==> config.mk <==
export PLATFORM = sky130hd
export DESIGN_NAME = tta_queue
export DESIGN_NICKNAME = d
export VERILOG_FILES = /design/src/design/triangle_tangent_accumulator_assert.svh /design/src/design/tta_queue.sv
export SDC_FILE = /design/constraint.sdc
export NUM_CORES = 1
export LEC_CHECK = 0
export ABC_AREA = 1
export BUFFER_PORTS_ARGS = -buffer_cell sky130_fd_sc_hd__buf_2
export CAP_MARGIN = 40
export CORE_AREA = 2 2 39 41
export DETAILED_ROUTE_END_ITERATION = 10
export DIE_AREA = 0 0 41 43
export GPL_TIMING_DRIVEN = 0
export SLEW_MARGIN = 20
export SYNTH_ARGS = -nofsm -noshare
export SYNTH_HDL_FRONTEND = slang
export SYNTH_SLANG_ARGS = --single-unit
export TNS_END_PERCENT = 10
==> constraint.sdc <==
create_clock -name clk -period 1.1 [get_ports clk]
set_input_delay 0.055 -clock clk [delete_from_list [all_inputs] [get_ports clk]]
set_output_delay 0.055 -clock clk [all_outputs]
set_load 0.005 [all_outputs]
==> src/design/triangle_tangent_accumulator_assert.svh <==
// Assertion macros for the triangle tangent accumulator.
`ifndef TRIANGLE_TANGENT_ACCUMULATOR_ASSERT_SVH
`define TRIANGLE_TANGENT_ACCUMULATOR_ASSERT_SVH
`ifndef SYNTHESIS
`define TTA_ASSERT_IMP(lbl, ante, cons) \
	lbl: assert property (@(posedge clk) disable iff (!arst_n) (ante) |-> (cons)) \
		else $error("tta: assertion failed");
`define TTA_ASSERT_NEXT(lbl, ante, cons) \
	lbl: assert property (@(posedge clk) disable iff (!arst_n) (ante) |=> (cons)) \
		else $error("tta: assertion failed");
`else
`define TTA_ASSERT_IMP(lbl, ante, cons)
`define TTA_ASSERT_NEXT(lbl, ante, cons)
`endif
`endif

==> src/design/tta_queue.sv <==
// Short FIFO between the front end and the back end.
`default_nettype none
module tta_queue #(
	parameter type T = logic,
	parameter int DEPTH = 2
) (
	input  logic clk,
	input  logic arst_n,
	input  logic push,
	input  T     din,
	output logic full,
	input  logic pop,
	output T     dout,
	output logic empty
);
	localparam int PTR_W = (DEPTH > 1) ? $clog2(DEPTH) : 1;
	localparam int CNT_W = $clog2(DEPTH + 1);

	T slot_q [DEPTH];
	logic [PTR_W-1:0] wr_ptr_q, rd_ptr_q;
	logic [CNT_W-1:0] count_q;

	assign full = (count_q == CNT_W'(DEPTH));
	assign empty = (count_q == '0);
	assign dout = slot_q[rd_ptr_q];

	function automatic logic [PTR_W-1:0] wrap_inc(logic [PTR_W-1:0] p);
		return (p == PTR_W'(DEPTH - 1)) ? '0 : p + 1'b1;
	endfunction

	always_ff @(posedge clk) begin
		if (push)
			slot_q[wr_ptr_q] <= din;
	end

	always_ff @(posedge clk or negedge arst_n) begin
		if (!arst_n) begin
			wr_ptr_q <= '0;
			rd_ptr_q <= '0;
			count_q <= '0;
		end else begin
			if (push)
				wr_ptr_q <= wrap_inc(wr_ptr_q);
			if (pop)
				rd_ptr_q <= wrap_inc(rd_ptr_q);
			if (push && !pop)
				count_q <= count_q + 1'b1;
			else if (pop && !push)
				count_q <= count_q - 1'b1;
		end
	end
endmodule
`default_nettype wire

Yosys cells after proc, flatten, opt, wreduce, memory -nomap -nowiden
Memory sizes are Yosys's and may differ from the RTL's.
Index checks and enable logic that the tools add are counted.
{ "word_totals": {"regBits": 4, "ramBits": 2, "in_bits": 5, "output_inout_bits": 3, "word_cells": 21, "mem_count": 1} }
{ "classes": {"addsub": 4, "eq_ne": 1, "mux": 6, "reduce_logical": 6} }
{ "memory_table": {"columns": ["name", "depth", "word_bits", "read_ports", "rd_ports_with_merged_regs", "wr", "line", "text"], "rows": [
  ["slot_q", 2, 1, 1, 0, 1, "tta_queue.sv:19", "T slot_q [DEPTH];"]
]} }
{ "op_table": {"columns": ["cell", "count"], "rows": [
  ["1-bit two-way mux", 4],
  ["2-bit two-way mux", 2],
  ["1-bit adder, second input constant", 2],
  ["2-bit by 1-bit adder with 2-bit output, second input constant", 1],
  ["2-bit == test, second input constant", 1],
  ["1-bit logical AND", 2],
  ["1-bit logical NOT", 2],
  ["2-bit logical NOT", 1],
  ["2-bit nonzero test", 1],
  ["2-bit by 1-bit subtractor with 2-bit output, second input constant", 1]
]} }

Logic depth before layout (Yosys ltp)
{ "depth": {"ltp_word": 4, "depth_mapped": 7, "mapped_depth_nobuf": 7} }

Least setup slack after synthesis
Ideal clock, no wire load.
{ "synth_path": {"path_kind": "reg-to-reg", "from": "register wr_ptr_q", "to": "memory slot_q[0] (netlist name) (enable)", "setup_ps": 298, "arrival_ps": 482, "required_ps": 802, "setup_slack_ps": 320, "path_stages_with_launch": 2, "n_path_buf": 0, "period_less_slack_ps": 780, "cell_sequence": "dfrtp_1 > nor2_1"} }
{ "synth_rtl": {"columns": ["element", "line", "text"], "rows": [
  ["from (decl)", "tta_queue.sv:20", "logic [PTR_W-1:0] wr_ptr_q, rd_ptr_q;"],
  ["from (signal assigned)", "tta_queue.sv:43", "wr_ptr_q <= wrap_inc(wr_ptr_q);"],
  ["to (decl)", "tta_queue.sv:19", null]
]} }
Straight into the memory's write port.

Worst setup path after layout
{ "layout_path": {"from": "register rd_ptr_q", "to": "output dout"} }
{ "layout_between": {"elab_chain_len": 1} }
{ "layout_rtl": {"columns": ["element", "line", "text"], "rows": [
  ["from (decl)", "tta_queue.sv:20", null],
  ["from (signal assigned)", "tta_queue.sv:45", "rd_ptr_q <= wrap_inc(rd_ptr_q);"],
  ["memory read 2 x 1 bit", null, null],
  ["to (decl)", "tta_queue.sv:13", "output T dout,"]
]} }
Every way passes these cells.

==> summary.md <==
| Metric | Value |
|---|---|
| Die Width | `just over 40 µm` |
| # DRC | `0` |
| Tmin final | `1.084 ns` |
| Met2 WL post-DR | `230 µm` |
| CTS Buffer Depth | `2` |
| Pwr Density | `between 2000 and 2500 nW/µm²` |
| Final hold violation count | `0` |
| RePlAce Congestion | `~0.75` |
| Fin crit share | `0.9855` |
| Total negative slack | `0 ns` |
| FFs w/ async S/R, synth | `0.6667` |
| Hold Crit Depth | `2` |
| Filler instances | `152` |
| CTS sink cnt | `6` |
| DR WL/cell | `between 7 and 8 µm` |
| Final setup violation count | `0` |
| Overall die area | `1763 µm²` |
| EDFF count, synth | `2` |
| Relative slew slack | `0.8864` |
| Antenna Cells | `0` |
| Sequential share of the synthesized area | `0.5541` |
| I/O Buffers | `7` |
| Cells after Synth | `32` |
| Final slew viol count | `0` |
| Post-synth top area cell | `dfrtp_1` |
| Main synth FF type | `dfrtp_1` |
| Worst-path clk slew | `0.04 ns` |
| GRT Resource Usage Total | `0.08004` |
| Num CTS Buffers | `3` |
| Worst path required time | `1.04 ns` |
| Worst EP arrival | `approximately 1.0 ns` |
| Cell Area, Synth | `just under 300 µm²` |
| Post-synth cell types | `11` |
| Largest net degree at the start of global routing | `6` |
| Top-count cell post-synth | `nand2_1` |
| FF+latch count, synth | `6` |
| TritonRoute pass-1 iters | `4` |
| Top cells by count, synth | `9 x nand2_1, 6 x inv_1, 4 x dfrtp_1` |
| Area of the multi-input gates | `102.6 µm²` |
| R2r setup slk | `around 0.28 ns` |
| Number of vias in the routed layout | `217` |
| Max-cap viol count | `0` |
| Metal-1 WL | `210 µm` |
| Syn_area_per_cell | `9.032 µm²` |
| Synth warnings | `0` |
| DP HPWL | `351.2 µm` |
| Worst R2R Path Depth | `5` |
| Run status | `complete, no violations` |
| Antenna viol nets, final | `0` |
| Vias per cell | `3.500` |
| Clock root buffer | `clkbuf_4` |
| H-Tree Depth | `1` |
| First-pass GRT wire length | `834 µm` |
| Die height | `43 µm` |
| VDD IR max | `~480 µV` |
| Share of Yosys cell area claimed by the top area cell type | `0.3463` |
| Iteration-0 DRC Markers | `3` |
| Starting density of the core | `0.2089` |
| Later-pin clock latency in the skew report | `between 0.2 and 0.25 ns` |
| CTS tree | `done` |
| Max layer used | `met3` |
| Layout area overhead | `37.66%` |
| Global route overflow | `0` |
| Synth Net Count | `38` |
| Hold Path Class | `input pin to register` |
| Highest clock rate | `922.5 MHz` |
| I/O pin cnt | `8` |
| FF/Latch Area | `160.2 µm²` |
| Static Leakage | `0.2170 nW` |
| Crit-path max FO | `2` |
| WL met3 | `7 µm` |
| Ranking of synthesized cells by area | `dfrtp_1 35%, edfxtp_1 21%, nand2_1 12%` |
| RSZ-0062 raised after global routing | `yes` |
| Crit Path Category | `register to output pin` |
| DRT Wirelength | `448 µm` |
| Cell count after placement | `55` |
| Worst Clk Skew | `about 0.000071 ns` |
| Startpoint type of the worst setup path | `register` |
| Nets | `between 50 and 60` |
| Initial antenna violation count | `0` |
| Rows | `14` |
| Non-filler instance count after layout | `62` |
| Critical path endpoint category | `output pin` |
| Slew @ Worst Pin | `roughly 0.17 ns` |
| Vias in the first global route | `202` |
| Layout cells sized above 1 | `0.3043` |
| Core region area | `1384 µm²` |
-- where the power goes --
part           internal (W)  switching (W)
clock network      0.000137      0.0000797
logic              0.000136       0.000110
registers          0.000317      0.0000605
-- metal layers --
metal	track usage	up-vias
met1	0.08940	93
met5	0	-
met2	0.08750	2
met3	0.03141	0
met4	0.1200	0
li1	-	122
-- kinds of logic (layout without fill, tap and decap cells) --
| logic type | Yosys count | in the layout | share of synthesized area |
|---|---|---|---|
| and+or+nand+nor | 15 | 15 | 0.2121 |
| buffers and inverters | 7 | 21 | 0.09089 |
| DFF | 6 | 6 | 0.5541 |
| xor gates and xnor gates | 2 | 2 | 0.06062 |
| adders and majority gates | 1 | 1 | 0.04328 |
| muxes | 1 | 1 | 0.03896 |
-- critical path: stages (launching register included) --
cell and delay (ns):
dfrtp_1 0.34, mux2_2 0.32, buf_2 0.12
-- sequential cells by signal (all words and copies together) (netlist names) --
register	flops
count_q	2
rd_ptr_q	1
slot_q	2
wr_ptr_q	1
-- placed cells by master (no fill, tap or decap) --
cell,n
nand2_1,9
inv_1,6
buf_4,1
nand3_1,2
nand2_2,1
nor2_1,3
dfrtp_1,4
edfxtp_1,2
buf_2,7
xor2_1,2
inv_2,1
clkbuf_4,3
clkbuf_1,1
dlygate4sd3_1,2
ha_1,1
mux2_2,1
-- what timing repair did --
item	CTS	global route
gates cloned	0	0
hold buffers	2	0
endpoints found under the setup margin	1	1
gates resized for setup	0	0
setup buffers	1	0
hold endpoints to repair	6	0
-- final timing paths --
check                      startpoint          to
min in group asynchronous      arst_n    wr_ptr_q
max                          rd_ptr_q        dout
max reg2reg                count_q[0]  count_q[1]
min reg2reg                count_q[1]  count_q[1]
max in group asynchronous      arst_n    rd_ptr_q
min                               pop    rd_ptr_q
-- cell type report --
type	instances	area share
Clock buffer	4	0.06604
Multi-Input combinational cell	19	0.2579
Inverter	7	0.06604
Timing Repair Buffer	10	0.1572
Tap cell	16	0.05031
Sequential cell	6	0.4025
-- per-stage QoR --
step / util / hold slack (ns) / setup slack (ns) / area (µm²) / power, W
after floorplan: - / -0.2406 / 0.3198 / 289.0 / 0.0005185
after global placement: 0.2486 / -0.1351 / 0.2092 / 344.1 / 0.0005969
after detailed placement: 0.2486 / -0.1342 / 0.1913 / 344.1 / 0.0006009
after CTS: 0.2875 / 0.003857 / -0.004534 / 397.9 / 0.0008607
after global routing: 0.2875 / 0.01831 / -0.02587 / 397.9 / 0.0009309
final: 0.2875 / 0.009934 / 0.01597 / 397.9 / 0.0008410
(Power assumes the default switching activity.)
