`src/design/triangle_tangent_accumulator_assert.svh`:
```
// Assertion macros for the triangle tangent accumulator.
`ifndef TRIANGLE_TANGENT_ACCUMULATOR_ASSERT_SVH
`define TRIANGLE_TANGENT_ACCUMULATOR_ASSERT_SVH
`ifndef SYNTHESIS
`define TTA_ASSERT_IMP(lbl, ante, cons) \
	lbl: assert property (@(posedge clk) disable iff (!arst_n) (ante) |-> (cons)) \
		else $error("tta: assertion failed");
`define TTA_ASSERT_NEXT(lbl, ante, cons) \
	lbl: assert property (@(posedge clk) disable iff (!arst_n) (ante) |=> (cons)) \
		else $error("tta: assertion failed");
`else
`define TTA_ASSERT_IMP(lbl, ante, cons)
`define TTA_ASSERT_NEXT(lbl, ante, cons)
`endif
`endif

```
`src/design/tta_pkg.sv`:
```
// Shared types, constants and helpers of the triangle tangent accumulator.
`default_nettype none
package tta_pkg;
	localparam int COORD_BITS = 16;
	localparam int FIELD_W = 16;
	localparam int IDX_W = 10;
	localparam int DELTA_W = COORD_BITS + 1;
	localparam int PROD_W = 2 * DELTA_W;
	localparam int VEC_W = PROD_W + 1;
	localparam int ACC_W = 20;
	localparam int ENTRY_W = 6 * ACC_W;
	localparam int NORM_W = 16;
	localparam int THR_W = 20;
	localparam logic [THR_W-1:0] THR_RESET = THR_W'(1678);
	localparam int FRAC = 14;
	localparam int UNIT = 1 << FRAC;
	localparam int TOP_BIT = 29;
	localparam int VERTEX_COUNT_DEF = 1024;
	localparam int QUEUE_DEPTH = 2;
	localparam int MUL_OPS = 14;

	localparam logic CMD_CORNER = 1'b0;
	localparam logic CMD_READOUT = 1'b1;
	localparam logic KIND_TRIANGLE = 1'b0;
	localparam logic KIND_READOUT = 1'b1;

	typedef logic signed [DELTA_W-1:0] delta_t;
	typedef logic signed [VEC_W-1:0] vec_t;
	typedef logic signed [NORM_W-1:0] norm_t;
	typedef logic signed [ACC_W-1:0] acc_t;

	typedef struct packed {
		logic cmd;
		logic [IDX_W-1:0] vertex_index;
		logic signed [FIELD_W-1:0] pos_x;
		logic signed [FIELD_W-1:0] pos_y;
		logic signed [FIELD_W-1:0] pos_z;
		logic signed [FIELD_W-1:0] tex_u;
		logic signed [FIELD_W-1:0] tex_v;
	} item_t;

	typedef struct packed {
		logic kind;
		logic [IDX_W-1:0] vertex_out;
		logic signed [NORM_W-1:0] tangent_x;
		logic signed [NORM_W-1:0] tangent_y;
		logic signed [NORM_W-1:0] tangent_z;
		logic signed [NORM_W-1:0] bitangent_x;
		logic signed [NORM_W-1:0] bitangent_y;
		logic signed [NORM_W-1:0] bitangent_z;
		logic degenerate;
	} result_t;

	typedef logic [THR_W-1:0] thr_t;

	// One unit of work for the back end: a readout or an assembled triangle.
	typedef struct packed {
		logic is_read;
		logic [2:0][IDX_W-1:0] idx;
		delta_t [2:0] p;
		delta_t [2:0] q;
		delta_t s1;
		delta_t t1;
		delta_t s2;
		delta_t t2;
	} job_t;

	typedef enum logic [3:0] {
		B_CLEAR, B_IDLE, B_MUL, B_SIGN, B_RD_ISSUE, B_RD_DATA,
		B_NSTART, B_NORM, B_ACC_RD, B_ACC_WR, B_EMIT
	} back_state_t;

	typedef enum logic [2:0] {
		N_IDLE, N_ZERO, N_SHIFT, N_SQ, N_SQRT, N_DIVLD, N_DIV
	} norm_state_t;

	function automatic acc_t sat_add(acc_t a, norm_t b);
		logic signed [ACC_W:0] s;
		s = (ACC_W+1)'(a) + (ACC_W+1)'(b);
		if (s > $signed({2'b00, {(ACC_W-1){1'b1}}}))
			return {1'b0, {(ACC_W-1){1'b1}}};
		else if (s < $signed({2'b11, {(ACC_W-1){1'b0}}}))
			return {1'b1, {(ACC_W-1){1'b0}}};
		else
			return ACC_W'(s);
	endfunction
endpackage
`default_nettype wire

```
`src/design/tta_front.sv`:
```
// Front end: takes requests, assembles triangles and queues jobs.
`default_nettype none
module tta_front import tta_pkg::*; (
	input  logic  clk,
	input  logic  arst_n,
	input  logic  hold,
	input  logic  item_valid,
	output logic  item_ready,
	input  item_t item,
	output logic  push,
	output job_t  push_job,
	input  logic  q_full
);
	localparam logic [1:0] LAST_SLOT = 2'd2;

	logic signed [COORD_BITS-1:0] cpos_q [2][3];
	logic signed [COORD_BITS-1:0] cuv_q [2][2];
	logic [IDX_W-1:0] cidx_q [2];
	logic [1:0] cnt_q;

	logic signed [COORD_BITS-1:0] pos [3];
	logic signed [COORD_BITS-1:0] uv [2];
	logic accept, is_corner;

	assign pos[0] = item.pos_x[COORD_BITS-1:0];
	assign pos[1] = item.pos_y[COORD_BITS-1:0];
	assign pos[2] = item.pos_z[COORD_BITS-1:0];
	assign uv[0] = item.tex_u[COORD_BITS-1:0];
	assign uv[1] = item.tex_v[COORD_BITS-1:0];

	assign item_ready = !hold && !q_full;
	assign accept = item_valid && item_ready;
	assign is_corner = (item.cmd == CMD_CORNER);
	assign push = accept && (!is_corner || cnt_q == LAST_SLOT);

	always_comb begin
		push_job.is_read = !is_corner;
		push_job.idx[0] = cidx_q[0];
		push_job.idx[1] = cidx_q[1];
		push_job.idx[2] = item.vertex_index;
		for (int i = 0; i < 3; i++) begin
			push_job.p[i] = DELTA_W'(cpos_q[1][i]) - DELTA_W'(cpos_q[0][i]);
			push_job.q[i] = DELTA_W'(pos[i]) - DELTA_W'(cpos_q[0][i]);
		end
		push_job.s1 = DELTA_W'(cuv_q[1][0]) - DELTA_W'(cuv_q[0][0]);
		push_job.t1 = DELTA_W'(cuv_q[1][1]) - DELTA_W'(cuv_q[0][1]);
		push_job.s2 = DELTA_W'(uv[0]) - DELTA_W'(cuv_q[0][0]);
		push_job.t2 = DELTA_W'(uv[1]) - DELTA_W'(cuv_q[0][1]);
	end

	always_ff @(posedge clk) begin
		if (accept && is_corner && cnt_q != LAST_SLOT) begin
			for (int i = 0; i < 3; i++)
				cpos_q[cnt_q[0]][i] <= pos[i];
			cuv_q[cnt_q[0]][0] <= uv[0];
			cuv_q[cnt_q[0]][1] <= uv[1];
			cidx_q[cnt_q[0]] <= item.vertex_index;
		end
	end

	always_ff @(posedge clk or negedge arst_n) begin
		if (!arst_n) begin
			cnt_q <= '0;
		end else if (accept && is_corner) begin
			cnt_q <= (cnt_q == LAST_SLOT) ? 2'd0 : cnt_q + 2'd1;
		end
	end
endmodule
`default_nettype wire

```
`config.mk`:
```
export PLATFORM = sky130hd
export DESIGN_NAME = tta_front
export DESIGN_NICKNAME = d
export VERILOG_FILES = /design/src/design/triangle_tangent_accumulator_assert.svh /design/src/design/tta_pkg.sv /design/src/design/tta_front.sv
export SDC_FILE = /design/constraint.sdc
export NUM_CORES = 1
export LEC_CHECK = 0
export BUFFER_PORTS_ARGS = -buffer_cell sky130_fd_sc_hd__buf_2
export CORE_ASPECT_RATIO = 1.2
export CORE_MARGIN = 2
export CORE_UTILIZATION = 50
export DETAILED_ROUTE_END_ITERATION = 8
export PLACE_DENSITY = 0.8
export SLEW_MARGIN = 20
export SYNTH_ARGS = -nofsm -noshare
export SYNTH_HDL_FRONTEND = slang
export SYNTH_SLANG_ARGS = --single-unit
```
`constraint.sdc`:
```
create_clock -name clk -period 13.2 [get_ports clk]
set_input_delay 0 -clock clk [delete_from_list [all_inputs] [get_ports clk]]
set_output_delay 0 -clock clk [all_outputs]
set_load 0.02 [all_outputs]
```
==> Word-level counts from Yosys, hierarchy flattened <==
Memory sizes are Yosys's and may differ from the RTL's.
Index checks and enable logic that the tools add are counted.
{ "op_classes": {"n_addsub": 11, "mul": 0, "div_mod_pow": 0, "magnitude_cmp": 0, "n_eq_ne": 2, "shift": 0, "muxes": 3, "bitwise": 1, "n_reduce_logical": 8} }
{ "ops": {"columns": ["op", "n"], "rows": [
  ["16-bit by 16-bit subtractor with 17-bit output", 10],
  ["1-bit logical AND", 5],
  ["2-bit by 1-bit adder with 2-bit output (second input constant)", 1],
  ["2-bit == test (second input constant)", 1],
  ["1-bit logical NOT", 2],
  ["1-bit 2-to-1 mux", 2],
  ["2-bit 2-to-1 mux", 1],
  ["2-bit inequality test (second input constant)", 1],
  ["1-bit logical OR", 1],
  ["1-bit NOT", 1]
]} }
{ "word_totals": {"register_bits": 2, "latch_bits": 0, "ram_bits": 180, "mem_bits_ro": 0, "in_bits": 96, "out_inout_bits": 203, "wordCells": 29, "mem_count": 3} }
{ "memory_table": {"columns": ["name", "depth", "word_bits", "read_ports", "rd_ports_with_merged_regs", "wr", "line_no", "source"], "rows": [
  ["cpos_q", 2, 48, 2, 0, 1, "tta_front.sv:16", "logic signed [COORD_BITS-1:0] cpos_q [2][3];"],
  ["cuv_q", 2, 32, 2, 0, 1, "tta_front.sv:17", "logic signed [COORD_BITS-1:0] cuv_q [2][2];"],
  ["cidx_q", 2, 10, 2, 0, 1, "tta_front.sv:18", "logic [IDX_W-1:0] cidx_q [2];"]
]} }

==> Logic depth before layout (Yosys ltp) <==
Gate-level depths: netlist of the first run.
{ "depth": {"depth_word": 7, "mapped_depth": 10, "ltp_nobuf": 10} }

==> Worst setup path before layout of the first run <==
Ideal clock, no wire load.
{ "synth_timing": {"path_kind": "input -> register", "startpoint": "input hold", "endpoint": "memory cidx_q[0][0] (enable)", "setup_time_ps": 652, "arrival_time_ps": 6903, "required_time_ps": 12548, "setup_slack_ps": 5645, "path_stages": 4, "n_path_buf": 0, "cell_sequence": "nor2_1 > nand2_1 > or2_2 > nor3_1"} }
{ "synth_via": {"elab_chain_len": 7} }
{ "synth_lines": {"columns": ["element", "line_no", "source"], "rows": [
  ["start: declaration", "tta_front.sv:6", "input logic hold,"],
  ["1-bit logical NOT", "tta_front.sv:31", "assign item_ready = !hold && !q_full;"],
  ["1-bit logical AND", "tta_front.sv:31", null],
  ["1-bit logical AND", "tta_front.sv:32", "assign accept = item_valid && item_ready;"],
  ["1-bit logical AND (2 in series)", "tta_front.sv:52", "if (accept && is_corner && cnt_q != LAST_SLOT) begin"],
  ["1-bit 2-to-1 mux", "tta_front.sv:52", null],
  ["1-bit 2-to-1 mux (implied by the code)", "tta_front.sv:57", "cidx_q[cnt_q[0]] <= item.vertex_index;"],
  ["end: declaration", "tta_front.sv:18", null]
]} }
Every way passes these cells.

==> results of run 1 <==
## state kept, by name, indices dropped and copies added (netlist names)
signal / cells
cpos_q: 96
cidx_q: 20
cnt_q: 2
cuv_q: 64
## synthesized netlist by cell type, types with 12 or more instances
master / n
xor2_1: 32
xnor2_1: 86
nor3_1: 20
a21o_1: 52
inv_1: 151
nand2_1: 58
nor2_1: 100
nand4_1: 13
o21ai_0: 78
a21oi_1: 95
nand2b_1: 15
o21a_1: 34
o31a_1: 13
o211ai_1: 12
a31oi_1: 13
nor2b_1: 27
nand3_1: 20
edfxtp_1: 180
ha_1: 160
## through the flow
step / utilization [%] / hold WS (ns) / total power [mW] / cells
finish: 63.6 / 0.0784 / 1.59 / 2052
global route: 63.5 / 0.106 / 1.65 / 2051
CTS: 63.5 / 0.0448 / 1.59 / 2051
detailed placement: 57.7 / -0.214 / 1.04 / 1926
global placement: 57.7 / -0.214 / 1.04 / 1926
floorplan: - / -0.296 / 0.924 / 1311
## power breakdown
| group | total (mW) | internal [mW] | switching, mW |
|---|---|---|---|
| Clock | 0.529 | 0.285 | 0.244 |
| Sequential | 0.658 | 0.652 | 0.00586 |
| Combinational | 0.402 | 0.157 | 0.245 |
## worst min-delay path, cell delays in order
cell and delay (ns):
buf_2 0.10, nand2_1 0.08, or2_2 0.18, a21o_1 0.13
## logic make-up (layout without fill, tap and decap cells)
family / count (synthesis) / count (layout) / share of synthesized area (%)
flip-flops: 182 / 182 / 41.0
adder cells (fa/ha/maj): 170 / 170 / 16.6
other: 0 / 1 / 0
AND/OR/NAND/NOR: 287 / 287 / 10.4
buffers and inverters: 173 / 578 / 5.20
XOR/XNOR: 118 / 118 / 7.78
multiplexers: 3 / 3 / 0.235
AO/OA/AOI/OAI: 378 / 378 / 18.8
## what timing repair did
item	CTS	global route
hold buffers	93	0
endpoints found under the hold margin	184	0
setup endpoints to repair	0	0
## path summary, 6_finish.rpt
path / start / end / cells after the start
max reg2reg: cnt_q[1] / cpos_q[0][42] / 3
min reg2reg: cnt_q[0] / cnt_q[0] / 1
max in group asynchronous: arst_n / cnt_q[1] / 3
min in group asynchronous: arst_n / cnt_q[0] / 3
max: cuv_q[0][16] / push_job[31] / 10
min: item_valid / cnt_q[0] / 4
## layer usage
metal  GRT usage (%)  part of all wire, %  vias up
met5               0                    0        -
met2            45.8                   52      395
met3            4.80                  5.2       73
met4            9.33                  3.0        0
li1                -                    -     5572
met1            27.8                   40     5426
## cell type report
type	count	area (um^2)	area share, %
Antenna cell	1	2.50	0.0150
Clock buffer	18	429	2.58
Clock inverter	14	161	0.970
Inverter	151	567	3.41
Multi-Input combinational cell	956	7160	43.0
Sequential cell	182	5460	32.8
Tap cell	335	419	2.52
Timing Repair Buffer	395	2450	14.7
==> results.ini, run 1 <==
[sta]
maxSlewViolCount=0
setup_viol=0
fin_ws_ns=10.15
rsz0062_at_grt=no
min_period_over_period_pct=23.1
max_slew.worst_pin.slew_ns=0.773
hold_violations=0
period_needed_ns=3.05
tns_ns=0
clock_skew_ns=0.00980
slew_headroom_pct=48.4
fmax_mhz=328

[logic_synthesis]
synth_top_area_share_pct=40.7
ys_seq_area_share_pct=41.0
synth.area.top_cells=edfxtp_1 (41%), ha_1 (15%), xnor2_1 (5.7%), inv_1 (4.3%), a21oi_1 (3.6%)
synth_seq_cells=182
postSynth.asyncResetShare_pct=1.10
synth_nets=1577
synth_edf_count=180
yosysWarnings=0
netlist-cell-type-count=67
syn_area_um2=13300
syn_avg_cell_area_um2=10.1
synth_cells=1311
synth_top_cell_by_area=edfxtp_1
synth_flop_cell=edfxtp_1

[finish]
area_growth_syn_to_layout_pct=25.2
final_common_cell=buf_2
fillCellCount=2025
layout.nets=1969
drive_above_1_share_pct=20.7
fin_area_um2=16600
final_cell_mix=buf_2 (298), edfxtp_1 (180), ha_1 (160)

[worst_setup_path]
arrival_ns=3.05
cpPeakStageDelay_ns=0.41
cp_cell_sequence=ha_1, fa_1, nor2b_1, o21ai_0, a21oi_1, o211ai_1, o31ai_1, a21oi_1, xnor2_1, buf_2
cp_slowest_cell=edfxtp_1
required_ns=13.20
start_kind=register
crit_top_cell=a21oi_1
critPathCaptureType=output pin
crit_family=compound AO/OA/AOI/OAI gates
cp_max_fo=3
critPathKind=reg -> out
r2r_setup_slack_ns=10.99
path_buf_inv=1

[floorplan]
core_area_um2=26200
core.rowCount=65
dieArea_um2=27900
start_util_pct=50.8
ios=299
fp.dieH_um=183
die_x_um=153

[drt]
drc_errors=0
ant_nets=0
drt_first_iter_violations=655
wl_per_cell_um=17.2
drtPass1Iterations=5
avgViaCountPerCell=5.59
wl_um=35300
vias=11500

[run]
drv_cap=0

[global_route]
grt_pass1_vias=11500
grt_max_degree=55
grt-ovfl-total=0
grt_usage_pct=24.6
antenna_found_initial=0
grt_pass1_wl_um=55300

[clocking]
clockBufferDepth=2
cts_root_buffer=clkbuf_16
htreeDepth=4
cts_buffers=17
cts_resized=0
cts.reportedPaths.clkPinSlew_ns=0.08
clkLatencyLatePin_ns=0.44
clock_sink_count=182
cts_setup_buffers=0
tritoncts=built

[place]
place.gp.congestion=0.898
pre_cts_slack_ns=10.62
dpl_cell_area_um2=15100
portBuffers=298
hpwl_um=25800

[status]
status=finished, final reports clean

[power]
powerDensity_nw_per_um2=95.5
ir_worst_vdd_v=0.0000811
p_leak_nw=7.50

[worst_hold_path]
hold_path_class=in -> reg

Note: power is estimated with default switching activity, not from simulation.
==> run 2: changes to the inputs <==
Settings changed: ABC_AREA set to 1, PLACE_DENSITY 0.8 to 0.81.
Clock period 13.2 ns to 2.6 ns, I/O delays scaled along.
==> run 2 against run 1 <==
Clock power increased to 4.5 times the previous value. Non-clock buffer count unchanged. Wire length increased by 14%. Register-to-register slack got worse by 10 ns. Critical path type unchanged.
==> results.ini, run 2 <==
[logic_synthesis]
synth.area.top_cells=edfxtp_1 (34%), nand2_1 (22%), inv_1 (14%), ha_1 (13%), nand3_1 (3.6%)  ; was edfxtp_1 (41%), ha_1 (15%), xnor2_1 (5.7%), inv_1 (4.3%), a21oi_1 (3.6%)
synth_cells=2297  ; was 1311
synth_seq_cells=182  ; unchanged
synth_top_cell_by_area=edfxtp_1  ; unchanged
netlist-cell-type-count=19  ; was 67
synth_edf_count=180  ; unchanged
yosysWarnings=0  ; unchanged
synth.top_cells.by_count=nand2_1 (931), inv_1 (572), edfxtp_1 (180)  ; was edfxtp_1 (180), ha_1 (160), inv_1 (151)
synth_top_area_share_pct=34.3  ; was 40.7%
postSynth.asyncResetShare_pct=1.10  ; unchanged
syn_avg_cell_area_um2=6.86  ; was 10.1 um^2
synth.most_common_cell=nand2_1  ; was edfxtp_1
syn_area_um2=15800  ; was 13300 um^2
ys_seq_area_share_pct=34.6  ; was 41.0%
synth_flop_cell=edfxtp_1  ; unchanged
synth_nets=2563  ; was 1577

[worst_setup_path]
r2r_setup_slack_ns=0.97  ; was 10.99 ns
critPathKind=reg -> out  ; unchanged
start_kind=register  ; unchanged
cp_cell_sequence=ha_1, fa_1, inv_1, nand2_1, nand2_1, nand3_1, nand2_1, nand2_1, nand2_1, nand2_1, nand2_1, buf_2  ; was ha_1, fa_1, nor2b_1, o21ai_0, a21oi_1, o211ai_1, o31ai_1, a21oi_1, xnor2_1, buf_2
cp_slowest_cell=fa_1  ; was edfxtp_1
cpPeakStageDelay_ns=0.42  ; was 0.41 ns
worst-r2r-cell-count=2  ; was 3
crit_top_cell=nand2_1  ; was a21oi_1
regToRegEndpoint=cuv_q[0][22]  ; was cpos_q[0][42]
critPathCaptureType=output pin  ; unchanged
r2r-start=cnt_q[1]  ; unchanged
cp-startpoint=cpos_q[0][16]  ; was cuv_q[0][16]
required_ns=2.60  ; was 13.20 ns
cp_max_fo=3  ; unchanged
crit_end=push_job[97]  ; was push_job[31]
arrival_ns=2.46  ; was 3.05 ns

[sta]
hold_violations=0  ; unchanged
max_slew.worst_pin.slew_ns=0.589  ; was 0.773 ns
min_period_over_period_pct=94.5
period_needed_ns=2.46
fin_ws_ns=0.143  ; was 10.15 ns
slew_headroom_pct=60.7  ; was 48.4%
setup_viol=0  ; unchanged
tns_ns=0  ; unchanged
maxSlewViolCount=0  ; unchanged
clock_skew_ns=0.0112  ; was 0.00980 ns
fmax_mhz=407

[power]
ir_worst_vdd_v=0.000442  ; was 0.0000811 V
sw_frac_of_total_pct=32.8  ; was 31.2%
clockPowerShare_pct=29.9  ; was 33.3%
seqPwrFrac_pct=42.3  ; was 41.4%
p_sw_mw=2.60  ; was 0.495 mW
powerDensity_nw_per_um2=413  ; was 95.5 nW/um^2
combPwrFrac_pct=27.7  ; was 25.3%
intPower_mw=5.34  ; was 1.09 mW
p_leak_nw=11.3  ; was 7.50 nW

[global_route]
grt_pass1_vias=14700  ; was 11500
grt-ovfl-total=0  ; unchanged
grt_max_degree=72  ; was 55
grt_use_met2_pct=45.2  ; was 45.8%
grt_util_met3_pct=4.36  ; was 4.80%
grt_pass1_wl_um=65700  ; was 55300 um
grt_busiest_layer=met2  ; unchanged
grt_usage_pct=24.3  ; was 24.6%
antenna_found_initial=4  ; was 0
use_met1_pct=26.8  ; was 27.8%

[clocking]
cts_root_buffer=clkbuf_16  ; unchanged
clockBufferDepth=2  ; unchanged
cts.reportedPaths.clkPinSlew_ns=0.07  ; was 0.08 ns
tritoncts=built  ; unchanged
htreeDepth=4  ; unchanged
clkLatencyLatePin_ns=0.45  ; was 0.44 ns
clock_sink_count=182  ; unchanged
cts_buffers=17  ; unchanged

[finish]
fin_util_pct=61.7  ; was 63.6%
multi_input_comb_area_um2=8100  ; was 7160 um^2
final_cell_mix=nand2_1 (928), inv_1 (572), buf_2 (298)  ; was buf_2 (298), edfxtp_1 (180), ha_1 (160)
drive_above_1_share_pct=13.1  ; was 20.7%
seq_area_um2=5460  ; unchanged
fillCellCount=2686  ; was 2025
layout.nets=2966  ; was 1969
largest_reg_flops=96  ; unchanged
area_growth_syn_to_layout_pct=22.0  ; was 25.2%
final_common_cell=nand2_1  ; was buf_2

[drt]
ant_nets=0  ; unchanged
wl_um=40300  ; was 35300 um
drt_first_iter_violations=878  ; was 655
wl_per_cell_um=12.9  ; was 17.2 um
drc_errors=0  ; unchanged
drtPass1Iterations=8  ; was 5
vias=15000  ; was 11500
avgViaCountPerCell=4.82  ; was 5.59

[floorplan]
core_area_um2=31200  ; was 26200 um^2
fp.dieH_um=199  ; was 183 um
dieArea_um2=33000  ; was 27900 um^2
ios=299  ; unchanged
die_x_um=166  ; was 153 um
start_util_pct=50.6  ; was 50.8%
core.rowCount=71  ; was 65

[place]
portBuffers=298  ; unchanged
pre_cts_slack_ns=0.650  ; was 10.62 ns
hpwl_um=32100  ; was 25800 um
place.gp.congestion=0.887  ; was 0.898

[status]
status=finished, final reports clean  ; unchanged

[run]
drv_cap=0  ; unchanged

[worst_hold_path]
hold_path_class=in -> reg  ; unchanged

[run 2: stage by stage]
step	power, mW	instance area (um^2)	cells	hold slack, ns
final	7.94	19200	3118	0.0507
after global routing	8.32	19200	3118	0.0804
after CTS	7.97	19200	3114	0.0235
after detailed placement	5.49	17800	2989	-0.209
after global placement	5.44	17800	2989	-0.211
after floorplan	4.82	15800	2297	-0.296
[run 2: per-layer routing]
metal  vias up  part of all wire (%)
met5         -                     0
met3       106                   5.3
met4         0                   4.0
met2       445                    50
li1       7798                     -
met1      6692                    40
[run 2: repair_timing]
item                                    CTS  global route
hold buffers                             93             0
endpoints found under the hold margin   183             0
buffers inserted                          0             0
resized for setup                         0             3
endpoints found under the setup margin    0             4
[run 2: logic make-up after synthesis]
| family | Yosys count | share of synthesized area (%) |
|---|---|---|
| XOR/XNOR | 70 | 3.89 |
| adder cells (fa/ha/maj) | 170 | 14.0 |
| flip-flops | 182 | 34.6 |
| AND/OR/NAND/NOR | 1186 | 30.0 |
| AO/OA/AOI/OAI | 103 | 3.30 |
| buffers and inverters | 586 | 14.2 |
[run 2: critical path: cells and delay by family, from the launching register on]
family,cells,cell delay [ns]
flip-flops,1,0.40
AND/OR/NAND/NOR,8,0.73
buffers and inverters,2,0.23
adder cells (fa/ha/maj),2,0.65
[run 2: worst min-delay path by stage]
stage          startpoint  endpoint  slack (ns)  cells past startpoint
2_1_floorplan      arst_n  cnt_q[0]       -0.30                      0
3_3_place_gp       arst_n  cnt_q[1]       -0.21                      1
3_5_place_dp       arst_n  cnt_q[1]       -0.21                      1
4_1_cts            q_full  cnt_q[0]        0.02                      5
5_1_grt            q_full  cnt_q[0]        0.08                      5
6_report           q_full  cnt_q[0]        0.05                      5
[run 2: layout make-up]
class                   count  area share (%)
clock buffers              20            2.27
inverters                 575            11.2
flip-flops and latches    182            28.4
clock inverters            12           0.488
diodes                      4          0.0520
repair buffers            395            12.9
multi-input cells        1529            42.1
well taps                 401            2.61
[run 2: power groups by stage]
| stage | combinational, mW | clock, mW | sequential [mW] |
|---|---|---|---|
| floorplan | 1.39 | 0 | 3.43 |
| CTS | 2.19 | 2.42 | 3.36 |
| global route | 2.44 | 2.51 | 3.37 |
| detailed placement | 2.06 | 0 | 3.43 |
| global placement | 2.02 | 0 | 3.42 |
| finish | 2.20 | 2.38 | 3.36 |
